<file path="src/rtl/ddhpd_pkg.sv">
// ddhpd_pkg: shared types, constants and small functions of the heading PD unit.
// Used by the channel interfaces and by every module of the block.
// No dependencies.
package ddhpd_pkg;

    // CORDIC sizing
    localparam int CORDIC_STEPS    = 14;
    localparam int ATAN_TABLE_SIZE = 20;
    localparam int ITER_COUNT      = (CORDIC_STEPS < ATAN_TABLE_SIZE) ? CORDIC_STEPS
                                                                      : ATAN_TABLE_SIZE;
    localparam int ITER_W          = $clog2(ATAN_TABLE_SIZE);
    localparam int CW              = 36;   // x/y datapath: 17-bit vector << 16, plus growth
    localparam int ZW              = 20;   // angle accumulator, 2^-16 rad

    // angles, Q3.13
    localparam logic signed [16:0] ANG_PI17      = 17'sd25736;
    localparam logic signed [16:0] ANG_TWO_PI17  = 17'sd51472;
    localparam logic signed [17:0] ANG_PI18      = 18'sd25736;
    localparam logic signed [17:0] ANG_TWO_PI18  = 18'sd51472;
    localparam logic signed [15:0] REVERSE_LIMIT = 16'sd14155;

    // configuration port
    localparam int CFG_IDX_W  = 2;
    localparam int CFG_DATA_W = 16;
    localparam logic [CFG_IDX_W-1:0] CFG_GAIN_P     = 2'd0;
    localparam logic [CFG_IDX_W-1:0] CFG_GAIN_D     = 2'd1;
    localparam logic [CFG_IDX_W-1:0] CFG_BASE_SPEED = 2'd2;

    localparam logic [15:0] GAIN_P_RESET     = 16'd5120;
    localparam logic [15:0] GAIN_D_RESET     = 16'd640;
    localparam logic [6:0]  BASE_SPEED_RESET = 7'd30;

    // quadrant correction applied to the CORDIC angle
    typedef enum logic [1:0] {
        CORR_NONE,
        CORR_PLUS_PI,
        CORR_MINUS_PI
    } t_corr;

    typedef struct packed {
        logic signed [15:0] robot_x;
        logic signed [15:0] robot_y;
        logic signed [15:0] robot_heading;
        logic signed [15:0] target_x;
        logic signed [15:0] target_y;
        logic [5:0]         speed_boost;
        logic [2:0]         robot_index;
        logic               team_select;
    } t_in_item;

    typedef struct packed {
        logic signed [15:0] left_speed;
        logic signed [15:0] right_speed;
        logic [2:0]         robot_index_out;
        logic               team_out;
        logic               driving_reversed;
    } t_out_item;

    // classified job handed from front to back
    typedef struct packed {
        logic signed [16:0] vec_x;     // difference vector, folded into the right half-plane
        logic signed [16:0] vec_y;
        logic               vec_zero;  // target on the robot: bearing is zero
        t_corr              corr;
        logic signed [15:0] heading;
        logic [5:0]         speed_boost;
        logic [2:0]         robot_index;
        logic               team_select;
    } t_job;

    typedef struct packed {
        logic [15:0] gain_p;
        logic [15:0] gain_d;
        logic [6:0]  base_speed;
    } t_cfg;

    // atan(2^-i) in 2^-16 rad, scaled as the vectoring loop expects
    function automatic logic [16:0] atan_entry(input logic [ITER_W-1:0] idx);
        logic [16:0] v;
        case (idx)
            5'd0:    v = 17'd51472;
            5'd1:    v = 17'd30386;
            5'd2:    v = 17'd16055;
            5'd3:    v = 17'd8150;
            5'd4:    v = 17'd4091;
            5'd5:    v = 17'd2047;
            5'd6:    v = 17'd1024;
            5'd7:    v = 17'd512;
            5'd8:    v = 17'd256;
            5'd9:    v = 17'd128;
            5'd10:   v = 17'd64;
            5'd11:   v = 17'd32;
            5'd12:   v = 17'd16;
            5'd13:   v = 17'd8;
            5'd14:   v = 17'd4;
            5'd15:   v = 17'd2;
            5'd16:   v = 17'd1;
            default: v = 17'd0;
        endcase
        return v;
    endfunction

    function automatic logic signed [15:0] sat16(input logic signed [18:0] v);
        logic signed [15:0] r;
        if (v > 19'sd32767) begin
            r = 16'sh7FFF;
        end else if (v < -19'sd32768) begin
            r = 16'sh8000;
        end else begin
            r = v[15:0];
        end
        return r;
    endfunction

endpackage

</file>
<file path="src/rtl/ddhpd_in_if.sv">
// ddhpd_in_if: valid/ready channel carrying one pose/target transaction.
// Depends on ddhpd_pkg.
interface ddhpd_in_if import ddhpd_pkg::*; ();
    logic     valid;
    logic     ready;
    t_in_item data;

    modport source (output valid, output data, input ready);
    modport sink   (input valid, input data, output ready);
endinterface

</file>
<file path="src/rtl/ddhpd_out_if.sv">
// ddhpd_out_if: valid/ready channel carrying one wheel-speed transaction.
// Depends on ddhpd_pkg.
interface ddhpd_out_if import ddhpd_pkg::*; ();
    logic      valid;
    logic      ready;
    t_out_item data;

    modport source (output valid, output data, input ready);
    modport sink   (input valid, input data, output ready);
endinterface

</file>
<file path="src/rtl/diff_drive_heading_pd_unit.sv">
// diff_drive_heading_pd_unit: top level of the differential-drive heading PD unit.
// Depends on ddhpd_pkg, ddhpd_in_if, ddhpd_out_if, ddhpd_front, ddhpd_queue, ddhpd_back.
//
// Usage
//   i_in  (valid/ready): one transaction per robot update carrying pose, target,
//         speed boost and the pass-through robot index and team flag.
//   o_out (valid/ready): one transaction per input, in order: left/right wheel
//         speeds (Q8.8, saturated), robot index, team flag, reversed flag.
//   Config: i_cfg_we/i_cfg_idx/i_cfg_wdata write gain_p (0), gain_d (1) and
//         base_speed (2); indexes beyond that are ignored. Write only while idle.
// Timing
//   The back end works on one transaction at a time: it takes a job, runs
//   CORDIC_STEPS iterations (14 by default) of the shared vectoring CORDIC stage,
//   then steps through angle wrap, PD multiply, round, clamp and wheel split;
//   it takes no new job until the current result is written to the output register.
// Reset (i_rst_n, synchronous, active low) empties the front stage and queue,
//   clears the stored previous error and loads the default gains and speed.
// Back-pressure: a stalled output holds its transaction in the output register;
//   the back end finishes its next item and waits, while the front stage and the
//   two-entry queue keep accepting until they fill.
module diff_drive_heading_pd_unit import ddhpd_pkg::*; (
    input  logic                  i_clk,
    input  logic                  i_rst_n,
    ddhpd_in_if.sink              i_in,
    ddhpd_out_if.source           o_out,
    input  logic                  i_cfg_we,
    input  logic [CFG_IDX_W-1:0]  i_cfg_idx,
    input  logic [CFG_DATA_W-1:0] i_cfg_wdata
);

    t_cfg r_cfg;

    logic fq_valid;
    t_job fq_job;
    logic fq_ready;
    logic qb_valid;
    t_job qb_job;
    logic qb_ready;

    // configuration registers
    always_ff @(posedge i_clk) begin
        if (!i_rst_n) begin
            r_cfg.gain_p     <= GAIN_P_RESET;
            r_cfg.gain_d     <= GAIN_D_RESET;
            r_cfg.base_speed <= BASE_SPEED_RESET;
        end else if (i_cfg_we) begin
            case (i_cfg_idx)
                CFG_GAIN_P:     r_cfg.gain_p     <= i_cfg_wdata;
                CFG_GAIN_D:     r_cfg.gain_d     <= i_cfg_wdata;
                CFG_BASE_SPEED: r_cfg.base_speed <= i_cfg_wdata[6:0];
                default: begin
                end
            endcase
        end
    end

    // front: takes the transaction and folds the difference vector
    ddhpd_front u_front (
        .i_clk       (i_clk),
        .i_rst_n     (i_rst_n),
        .i_in        (i_in),
        .o_job_valid (fq_valid),
        .o_job       (fq_job),
        .i_job_ready (fq_ready)
    );

    // decouples the front from the iterative back end
    ddhpd_queue u_queue (
        .i_clk        (i_clk),
        .i_rst_n      (i_rst_n),
        .i_push_valid (fq_valid),
        .i_push_job   (fq_job),
        .o_push_ready (fq_ready),
        .o_pop_valid  (qb_valid),
        .o_pop_job    (qb_job),
        .i_pop_ready  (qb_ready)
    );

    // back: CORDIC bearing, error, PD law, wheel split, output register
    ddhpd_back u_back (
        .i_clk       (i_clk),
        .i_rst_n     (i_rst_n),
        .i_job_valid (qb_valid),
        .i_job       (qb_job),
        .o_job_ready (qb_ready),
        .i_cfg       (r_cfg),
        .o_out       (o_out)
    );

endmodule

</file>
<file path="src/rtl/ddhpd_front.sv">
// ddhpd_front: input stage; forms the difference vector and folds it into the
// right half-plane. Depends on ddhpd_pkg and ddhpd_in_if.
module ddhpd_front import ddhpd_pkg::*; (
    input  logic       i_clk,
    input  logic       i_rst_n,
    ddhpd_in_if.sink   i_in,
    output logic       o_job_valid,
    output t_job       o_job,
    input  logic       i_job_ready
);

    logic        r_valid;
    t_job        r_job;
    t_job        n_job;
    logic signed [16:0] dx;
    logic signed [16:0] dy;

    assign i_in.ready  = !r_valid || i_job_ready;
    assign o_job_valid = r_valid;
    assign o_job       = r_job;

    always_comb begin
        dx = $signed({i_in.data.target_x[15], i_in.data.target_x})
           - $signed({i_in.data.robot_x[15], i_in.data.robot_x});
        dy = $signed({i_in.data.target_y[15], i_in.data.target_y})
           - $signed({i_in.data.robot_y[15], i_in.data.robot_y});
        n_job.vec_zero    = (dx == '0) && (dy == '0);
        n_job.heading     = i_in.data.robot_heading;
        n_job.speed_boost = i_in.data.speed_boost;
        n_job.robot_index = i_in.data.robot_index;
        n_job.team_select = i_in.data.team_select;
        if (dx[16]) begin
            n_job.vec_x = -dx;
            n_job.vec_y = -dy;
            n_job.corr  = dy[16] ? CORR_MINUS_PI : CORR_PLUS_PI;
        end else begin
            n_job.vec_x = dx;
            n_job.vec_y = dy;
            n_job.corr  = CORR_NONE;
        end
    end

    always_ff @(posedge i_clk) begin
        if (!i_rst_n) begin
            r_valid <= 1'b0;
        end else if (i_in.valid && i_in.ready) begin
            r_valid <= 1'b1;
            r_job   <= n_job;
        end else if (i_job_ready) begin
            r_valid <= 1'b0;
        end
    end

endmodule

</file>
<file path="src/rtl/ddhpd_queue.sv">
// ddhpd_queue: two-entry job queue between front and back.
// Depends on ddhpd_pkg.
module ddhpd_queue import ddhpd_pkg::*; (
    input  logic i_clk,
    input  logic i_rst_n,
    input  logic i_push_valid,
    input  t_job i_push_job,
    output logic o_push_ready,
    output logic o_pop_valid,
    output t_job o_pop_job,
    input  logic i_pop_ready
);

    t_job       r_mem [2];
    logic       r_wr_ptr;
    logic       r_rd_ptr;
    logic [1:0] r_count;
    logic       push;
    logic       pop;

    assign o_push_ready = (r_count != 2'd2);
    assign o_pop_valid  = (r_count != 2'd0);
    assign o_pop_job    = r_mem[r_rd_ptr];
    assign push         = i_push_valid && o_push_ready;
    assign pop          = o_pop_valid && i_pop_ready;

    always_ff @(posedge i_clk) begin
        if (push) begin
            r_mem[r_wr_ptr] <= i_push_job;
        end
    end

    always_ff @(posedge i_clk) begin
        if (!i_rst_n) begin
            r_wr_ptr <= 1'b0;
            r_rd_ptr <= 1'b0;
            r_count  <= 2'd0;
        end else begin
            if (push) begin
                r_wr_ptr <= !r_wr_ptr;
            end
            if (pop) begin
                r_rd_ptr <= !r_rd_ptr;
            end
            case ({push, pop})
                2'b10:   r_count <= r_count + 2'd1;
                2'b01:   r_count <= r_count - 2'd1;
                default: r_count <= r_count;
            endcase
        end
    end

endmodule

</file>
<file path="src/rtl/ddhpd_back.sv">
// ddhpd_back: iterative CORDIC bearing, heading error, PD law, clamp and wheel split,
// with the output register. Depends on ddhpd_pkg and ddhpd_out_if.
module ddhpd_back import ddhpd_pkg::*; (
    input  logic       i_clk,
    input  logic       i_rst_n,
    input  logic       i_job_valid,
    input  t_job       i_job,
    output logic       o_job_ready,
    input  t_cfg       i_cfg,
    ddhpd_out_if.source o_out
);

    typedef enum logic [3:0] {
        S_IDLE,
        S_ITER,
        S_ANGLE,
        S_WRAP,
        S_ERR,
        S_MUL,
        S_SUM,
        S_CLAMP,
        S_OUT
    } t_state;

    localparam logic signed [ZW-1:0] Z_HALF = ZW'(4);

    t_state              r_state;
    logic [ITER_W-1:0]   r_iter;
    logic signed [CW-1:0] r_x;
    logic signed [CW-1:0] r_y;
    logic signed [ZW-1:0] r_z;
    t_job                r_job;
    logic signed [17:0]  r_bear;
    logic [15:0]         r_hf;
    logic [15:0]         r_hr;
    logic [15:0]         r_bmod;
    logic signed [15:0]  r_err;
    logic                r_rev;
    logic signed [15:0]  r_prev;
    logic signed [33:0]  r_prod_p;
    logic signed [33:0]  r_prod_d;
    logic [15:0]         r_limit;
    logic signed [21:0]  r_drive;
    logic signed [17:0]  r_drive_c;
    logic                r_out_valid;
    t_out_item           r_out;

    // combinational datapath
    logic signed [CW-1:0] x_sh, y_sh;
    logic signed [ZW-1:0] ang;
    logic signed [ZW-1:0] z_sum, z_rnd;
    logic signed [17:0]   corr18, n_bear;
    logic signed [16:0]   hd17, hf17, hr17, hr_mod;
    logic [15:0]          n_bmod;
    logic signed [16:0]   df, dr, ef17, er17;
    logic signed [15:0]   ef, er;
    logic                 rev_now;
    logic signed [16:0]   err17, prev17, ediff;
    logic signed [16:0]   gp17, gd17;
    logic signed [33:0]   prod_p, prod_d;
    logic [7:0]           lim_units;
    logic signed [34:0]   acc;
    logic signed [21:0]   lim22;
    logic signed [17:0]   n_drive_c;
    logic signed [18:0]   d19, base19, left19, right19;
    logic                 drive_pos;
    logic                 out_free;

    assign o_job_ready = (r_state == S_IDLE);
    assign o_out.valid = r_out_valid;
    assign o_out.data  = r_out;
    assign out_free    = !r_out_valid || o_out.ready;

    always_comb begin
        // vectoring step
        x_sh = r_x >>> r_iter;
        y_sh = r_y >>> r_iter;
        ang  = $signed({{(ZW-17){1'b0}}, atan_entry(r_iter)});

        // round to Q3.13 and undo the half-plane fold
        z_sum = r_z + Z_HALF;
        z_rnd = z_sum >>> 3;
        case (r_job.corr)
            CORR_PLUS_PI:  corr18 = ANG_PI18;
            CORR_MINUS_PI: corr18 = -ANG_PI18;
            default:       corr18 = '0;
        endcase
        n_bear = r_job.vec_zero ? 18'sd0 : ($signed(z_rnd[17:0]) + corr18);

        // heading and reversed heading reduced into [0, 2pi)
        hd17 = $signed({r_job.heading[15], r_job.heading});
        hf17 = hd17[16] ? (hd17 + ANG_TWO_PI17) : hd17;
        hr17 = hd17 + ANG_PI17;
        if (hr17[16]) begin
            hr_mod = hr17 + ANG_TWO_PI17;
        end else if (hr17 >= ANG_TWO_PI17) begin
            hr_mod = hr17 - ANG_TWO_PI17;
        end else begin
            hr_mod = hr17;
        end

        // bearing reduced into [0, 2pi)
        if (r_bear[17]) begin
            n_bmod = 16'(r_bear + ANG_TWO_PI18);
        end else if (r_bear >= ANG_TWO_PI18) begin
            n_bmod = 16'(r_bear - ANG_TWO_PI18);
        end else begin
            n_bmod = r_bear[15:0];
        end

        // wrapped differences
        df = $signed({1'b0, r_hf}) - $signed({1'b0, r_bmod});
        dr = $signed({1'b0, r_hr}) - $signed({1'b0, r_bmod});
        if (df > ANG_PI17) begin
            ef17 = df - ANG_TWO_PI17;
        end else if (df < -ANG_PI17) begin
            ef17 = df + ANG_TWO_PI17;
        end else begin
            ef17 = df;
        end
        if (dr > ANG_PI17) begin
            er17 = dr - ANG_TWO_PI17;
        end else if (dr < -ANG_PI17) begin
            er17 = dr + ANG_TWO_PI17;
        end else begin
            er17 = dr;
        end
        ef      = ef17[15:0];
        er      = er17[15:0];
        rev_now = (ef > REVERSE_LIMIT) || (ef < -REVERSE_LIMIT);

        // PD products
        err17  = $signed({r_err[15], r_err});
        prev17 = $signed({r_prev[15], r_prev});
        ediff  = err17 - prev17;
        gp17   = $signed({1'b0, i_cfg.gain_p});
        gd17   = $signed({1'b0, i_cfg.gain_d});
        prod_p = gp17 * err17;
        prod_d = gd17 * ediff;
        lim_units = {1'b0, i_cfg.base_speed} + {2'b00, r_job.speed_boost};

        acc = $signed({r_prod_p[33], r_prod_p}) + $signed({r_prod_d[33], r_prod_d})
            + 35'sd4096;

        // clamp to +/- limit
        lim22 = $signed({6'b0, r_limit});
        if (r_drive > lim22) begin
            n_drive_c = lim22[17:0];
        end else if (r_drive < -lim22) begin
            n_drive_c = 18'(-lim22);
        end else begin
            n_drive_c = r_drive[17:0];
        end

        // wheel split
        d19       = $signed({r_drive_c[17], r_drive_c});
        base19    = $signed({3'b0, r_limit});
        drive_pos = !r_drive_c[17] && (r_drive_c != '0);
        if (!r_rev) begin
            if (drive_pos) begin
                left19  = base19;
                right19 = base19 - d19;
            end else begin
                left19  = base19 + d19;
                right19 = base19;
            end
        end else begin
            if (drive_pos) begin
                left19  = d19 - base19;
                right19 = -base19;
            end else begin
                left19  = -base19;
                right19 = -base19 - d19;
            end
        end
    end

    always_ff @(posedge i_clk) begin
        if (!i_rst_n) begin
            r_state     <= S_IDLE;
            r_iter      <= '0;
            r_prev      <= '0;
            r_out_valid <= 1'b0;
        end else begin
            if (r_state == S_OUT && out_free) begin
                r_out_valid <= 1'b1;
            end else if (r_out_valid && o_out.ready) begin
                r_out_valid <= 1'b0;
            end
            case (r_state)
                S_IDLE: begin
                    if (i_job_valid) begin
                        r_job   <= i_job;
                        r_x     <= $signed({{(CW-33){i_job.vec_x[16]}}, i_job.vec_x, 16'b0});
                        r_y     <= $signed({{(CW-33){i_job.vec_y[16]}}, i_job.vec_y, 16'b0});
                        r_z     <= '0;
                        r_iter  <= '0;
                        r_state <= S_ITER;
                    end
                end
                S_ITER: begin
                    if (!r_y[CW-1]) begin
                        r_x <= r_x + y_sh;
                        r_y <= r_y - x_sh;
                        r_z <= r_z + ang;
                    end else begin
                        r_x <= r_x - y_sh;
                        r_y <= r_y + x_sh;
                        r_z <= r_z - ang;
                    end
                    if (r_iter == ITER_W'(ITER_COUNT - 1)) begin
                        r_state <= S_ANGLE;
                    end else begin
                        r_iter <= r_iter + 1'b1;
                    end
                end
                S_ANGLE: begin
                    r_bear  <= n_bear;
                    r_hf    <= hf17[15:0];
                    r_hr    <= hr_mod[15:0];
                    r_state <= S_WRAP;
                end
                S_WRAP: begin
                    r_bmod  <= n_bmod;
                    r_state <= S_ERR;
                end
                S_ERR: begin
                    r_rev   <= rev_now;
                    r_err   <= rev_now ? er : ef;
                    r_state <= S_MUL;
                end
                S_MUL: begin
                    r_prod_p <= prod_p;
                    r_prod_d <= prod_d;
                    r_limit  <= {lim_units, 8'b0};
                    r_prev   <= r_err;
                    r_state  <= S_SUM;
                end
                S_SUM: begin
                    r_drive <= acc[34:13];
                    r_state <= S_CLAMP;
                end
                S_CLAMP: begin
                    r_drive_c <= n_drive_c;
                    r_state   <= S_OUT;
                end
                S_OUT: begin
                    if (out_free) begin
                        r_out.left_speed       <= sat16(left19);
                        r_out.right_speed      <= sat16(right19);
                        r_out.robot_index_out  <= r_job.robot_index;
                        r_out.team_out         <= r_job.team_select;
                        r_out.driving_reversed <= r_rev;
                        r_state                <= S_IDLE;
                    end
                end
                default: begin
                    r_state <= S_IDLE;
                end
            endcase
        end
    end

endmodule
</file>
<file path="src/flat_wrapper.sv">
// flat-port wrapper written by rule: the top's interface ports become plain ports
module diff_drive_heading_pd_unit_flat import ddhpd_pkg::*;
  (i_clk, i_rst_n, i_cfg_we, i_cfg_idx, i_cfg_wdata, i_in_valid, i_in_data, i_in_ready, o_out_valid, o_out_data, o_out_ready);
  ddhpd_in_if i_in_i ();
  ddhpd_out_if o_out_i ();
  input  logic i_clk;
  input  logic i_rst_n;
  input  logic i_cfg_we;
  input  logic [CFG_IDX_W-1:0] i_cfg_idx;
  input  logic [CFG_DATA_W-1:0] i_cfg_wdata;
  input wire logic [$bits(i_in_i.valid)-1:0] i_in_valid;
  input wire logic [$bits(i_in_i.data)-1:0] i_in_data;
  output wire logic [$bits(i_in_i.ready)-1:0] i_in_ready;
  output wire logic [$bits(o_out_i.valid)-1:0] o_out_valid;
  output wire logic [$bits(o_out_i.data)-1:0] o_out_data;
  input wire logic [$bits(o_out_i.ready)-1:0] o_out_ready;
  assign i_in_i.valid = i_in_valid;
  assign i_in_i.data = i_in_data;
  assign i_in_ready = i_in_i.ready;
  assign o_out_valid = o_out_i.valid;
  assign o_out_data = o_out_i.data;
  assign o_out_i.ready = o_out_ready;
  diff_drive_heading_pd_unit u_core (.i_clk(i_clk), .i_rst_n(i_rst_n), .i_in(i_in_i), .o_out(o_out_i), .i_cfg_we(i_cfg_we), .i_cfg_idx(i_cfg_idx), .i_cfg_wdata(i_cfg_wdata));
endmodule
</file>
<file path="config.mk">
export PLATFORM = sky130hd
export DESIGN_NAME = diff_drive_heading_pd_unit_flat
export DESIGN_NICKNAME = d
export VERILOG_FILES = /design/src/rtl/ddhpd_pkg.sv /design/src/rtl/ddhpd_in_if.sv /design/src/rtl/ddhpd_out_if.sv /design/src/rtl/diff_drive_heading_pd_unit.sv /design/src/rtl/ddhpd_front.sv /design/src/rtl/ddhpd_queue.sv /design/src/rtl/ddhpd_back.sv /design/src/flat_wrapper.sv
export SDC_FILE = /design/constraint.sdc
export NUM_CORES = 2
export LEC_CHECK = 0
export BUFFER_PORTS_ARGS = -buffer_cell sky130_fd_sc_hd__buf_2
export CAP_MARGIN = 20
export CORE_UTILIZATION = 45
export CTS_BUF_LIST = sky130_fd_sc_hd__clkbuf_4
export CTS_CLUSTER_DIAMETER = 40
export DETAILED_ROUTE_END_ITERATION = 10
export GPL_TIMING_DRIVEN = 0
export PLACE_DENSITY = 0.68
export SETUP_SLACK_MARGIN = 0.15
export SLEW_MARGIN = 20
export SYNTH_ARGS = -nofsm -noshare
export SYNTH_HDL_FRONTEND = slang
export SYNTH_SLANG_ARGS = --single-unit
</file>
<file path="constraint.sdc">
create_clock -name i_clk -period 15.48 [get_ports i_clk]
set_clock_uncertainty 0.05 [all_clocks]
set_input_delay 3.096 -clock i_clk [delete_from_list [all_inputs] [get_ports i_clk]]
set_output_delay 3.096 -clock i_clk [all_outputs]
set_load 0.01 [all_outputs]
</file>
==> run_results.csv <==
group,metric,value,unit
routing,vias_per_cell,5.69,
placement,portBuffers,151,
clock_network,cts_max_path_buffers,3,
routing,remaining_drc_errors,0,
yosys,synth_edf_count,542,
yosys,ys_types,99,
critical_path,start_kind,"flip-flop",
placement,dpl.hpwl,147000,µm
floorplan,die_h,373,µm
critical_path,critical-path-max-stage-delay,860,ps
critical_path,cp_slowest_cell,"a211oi_1",
timing,setup_violations,0,
yosys,syn_nets,7500,
clock_network,cts_resized,0,
timing,slew_headroom,18.9,%
timing,final-max-slew-violation-count,0,
layout,layout-drive-gt1-share,10.5,%
routing,drt-pass1-iter-count,6,
clock_network,ctsHtreeMaxLevel,4,
power_and_ir_drop,p_switching,0.00477,W
power_and_ir_drop,power.internal,0.00561,W
floorplan,core_region_area,0.136,mm²
critical_path,cp_data_arrival_time,12670,ps
yosys,yosysWarnings,0,
timing,rsz0062_at_grt,"no",
layout,fin_nets,7854,
grt,grtUsageTotal,26.1,%
grt,grt_max_degree,52,
power_and_ir_drop,pwr-share-seq,23.9,%
power_and_ir_drop,ir_drop,110,µV
power_and_ir_drop,p_leak,29.5,nW
timing,clock.fmax,84.2,MHz
floorplan,die_w,373,µm
floorplan,ioPinCount,152,
yosys,synth_area,0.0620,mm²
timing,finalHoldViolations,0,
power_and_ir_drop,p_clk_share,15.1,%
placement,finalWeightedCongestion,1.00,
timing,tightest_slew,1220,ps
timing,min_period,11870,ps
grt,grt_pass1_vias,49411,
critical_path,path_buf_inv,8,
critical_path,cp-end-kind,"flip-flop",
critical_path,critical_path_peak_fanout,10,
floorplan,num_rows,135,
critical_path,crit_required,16270,ps
power_and_ir_drop,power.density,153,mW/mm²
clock_network,clkLatencyLatePin,1180,ps
layout,syn2layout_area_growth,9.30,%
critical_path,path_class,"flip-flop to flip-flop",
timing,fin_ws,3610,ps
yosys,synthCells,6383,
clock_network,cts_hold_buf,0,
floorplan,dieArea,0.139,mm²
floorplan,start_util,45.6,%
power_and_ir_drop,p_comb_share,61.0,%
routing,drt_iter0_drc,3622,
yosys,async_reset_ff_share,0,%
yosys,synth_ff_type,"edfxtp_1",
clock_network,clkTransAtPathRegs,80,ps
layout,final_cell_mix,"inv_1 (785), nand2_1 (660), ha_1 (590), edfxtp_1 (542), fa_1 (414)",
grt,grt_pass1_wl,282000,µm
clock_network,postCtsSetupBuffers,0,
clock_network,numCtsBuffers,171,
clock_network,cts_tree,"built",
yosys,ys_seq_elements,629,
timing,min_period_over_period,76.7,%
worst_hold_path,hp-class,"flip-flop to flip-flop",
timing,tns,0,ps
clock_network,cts_root_buffer,"clkbuf_4",
routing,drt_wl_total,182000,µm
power_and_ir_drop,power_switching_share,46.0,%
grt,grt_overflow,0,
status,status,"finished, final reports clean",
layout,final_common_cell,"inv_1",
routing,drtAntennaViolNets,0,
grt,antenna_found_initial,22,
critical_path,cp_top_family,"compound AO/OA/AOI/OAI gates",
routing,vias,49300,
yosys,synth.avg_cell_area,9.72,µm²
routing,routedWlPerCell,21.0,µm
job,drv_cap,0,
clock_network,cts_sinks,629,
yosys,ys_seq_area_share,29.0,%
placement,pre_cts_ws,3960,ps
## sequential cells by signal, indices dropped and copies added (netlist names), 18 cells and up, named ones only
signal and flops:
u_core.u_queue.r_mem 126, u_core.u_front.o_job 63, u_core.r_cfg 39, u_core.u_back.o_out.data 37, u_core.u_back.r_x 36, u_core.u_back.r_y 36
u_core.u_back.r_prod_d 34, u_core.u_back.r_prod_p 33, u_core.u_back.r_drive 22, u_core.u_back.r_z 20, u_core.u_back.r_bear 18, u_core.u_back.r_drive_c 18
## final cells by class
class / instances / area, µm²
Fill cell: 12675 / 68300
Multi-Input combinational cell: 4704 / 40100
Sequential cell: 629 / 18000
Inverter: 791 / 2970
Tap cell: 1781 / 2230
Clock buffer: 224 / 1680
Timing Repair Buffer: 181 / 1140
Buffer: 259 / 1080
Clock inverter: 80 / 594
Antenna cell: 21 / 52.6
## Yosys cell counts (14+ instances only)
library cell | instances | area [µm²]
nor2_1 | 387 | 1450
and3_1 | 82 | 513
o22ai_1 | 14 | 87.6
nor3b_1 | 21 | 158
nor3_1 | 131 | 656
a2111oi_0 | 18 | 158
a31oi_1 | 53 | 332
a21o_1 | 84 | 631
dfxtp_1 | 87 | 1740
xor2_1 | 134 | 1170
o31ai_1 | 25 | 188
nand4_1 | 23 | 144
o21ai_0 | 241 | 1210
buf_2 | 15 | 75.1
ha_1 | 590 | 7380
edfxtp_1 | 542 | 16300
clkbuf_1 | 216 | 811
a21oi_1 | 279 | 1400
and2_1 | 201 | 1260
nand2b_1 | 63 | 394
inv_1 | 785 | 2950
nand2_1 | 660 | 2480
xnor2_1 | 285 | 2500
o311ai_0 | 19 | 166
o211ai_1 | 20 | 150
fa_1 | 414 | 8290
mux2_2 | 59 | 664
o21bai_1 | 38 | 285
a21boi_0 | 83 | 623
nor2b_1 | 79 | 494
nor4_1 | 16 | 100
a211oi_1 | 46 | 345
or2_2 | 18 | 113
nand3_1 | 111 | 556
or3_1 | 40 | 250
mux2i_1 | 77 | 771
o21a_1 | 69 | 518
mux4_2 | 118 | 2660
## power groups by stage
stage                     registers, W  logic (W)  clock network [W]
after floorplan                0.00244    0.00457                  0
after global placement         0.00256    0.00607                  0
after detailed placement       0.00251    0.00622                  0
after CTS                      0.00247    0.00628            0.00161
after global routing           0.00250    0.00699            0.00170
final                          0.00248    0.00634            0.00157
## cell families after synthesis
group                    synth area share [%]
XOR/XNOR                                 5.91
flip-flops                               29.0
multiplexers                             6.62
AND/OR/NAND/NOR                          14.5
adder cells (fa/ha/maj)                  25.3
AO/OA/AOI/OAI                            12.2
buffers and inverters                    6.52
## metrics by stage
| stage | util (%) | std cells | area, µm² | hold slack, ps | total power (W) |
|---|---|---|---|---|---|
| floorplan | - | 6383 | 62000 | 350 | 0.00701 |
| global placement | 47.8 | 8315 | 65000 | 354 | 0.00862 |
| detailed placement | 48.1 | 8345 | 65500 | 357 | 0.00873 |
| CTS | 49.8 | 8649 | 67800 | 372 | 0.0104 |
| global route | 49.8 | 8663 | 67800 | 372 | 0.0112 |
| finish | 49.8 | 8670 | 67800 | 370 | 0.0104 |
## path summary, 6_finish.rpt
| path | start | endpoint | slack, ps | depth (start not counted) |
|---|---|---|---|---|
| min | u_core.u_back.r_job[1] | u_core.u_back.o_out.data[2] | 370 | 0 |
| min reg2reg | u_core.u_back.r_job[1] | u_core.u_back.o_out.data[2] | 370 | 0 |
| max reg2reg | u_core.u_back.r_err[0] | u_core.u_back.r_prod_d[32] | 3610 | 39 |
| max | u_core.u_back.r_err[0] | u_core.u_back.r_prod_d[32] | 3610 | 39 |
## layer usage
metal / routed length, µm / GRT usage, % / vias to the layer above
li1: - / - / 22931
met5: 218 / 0 / -
met2: 84600 / 42.7 / 1740
met3: 13500 / 5.91 / 416
met1: 75700 / 32.9 / 24197
met4: 8450 / 11.8 / 16
Power figures use the tool's default switching activity.
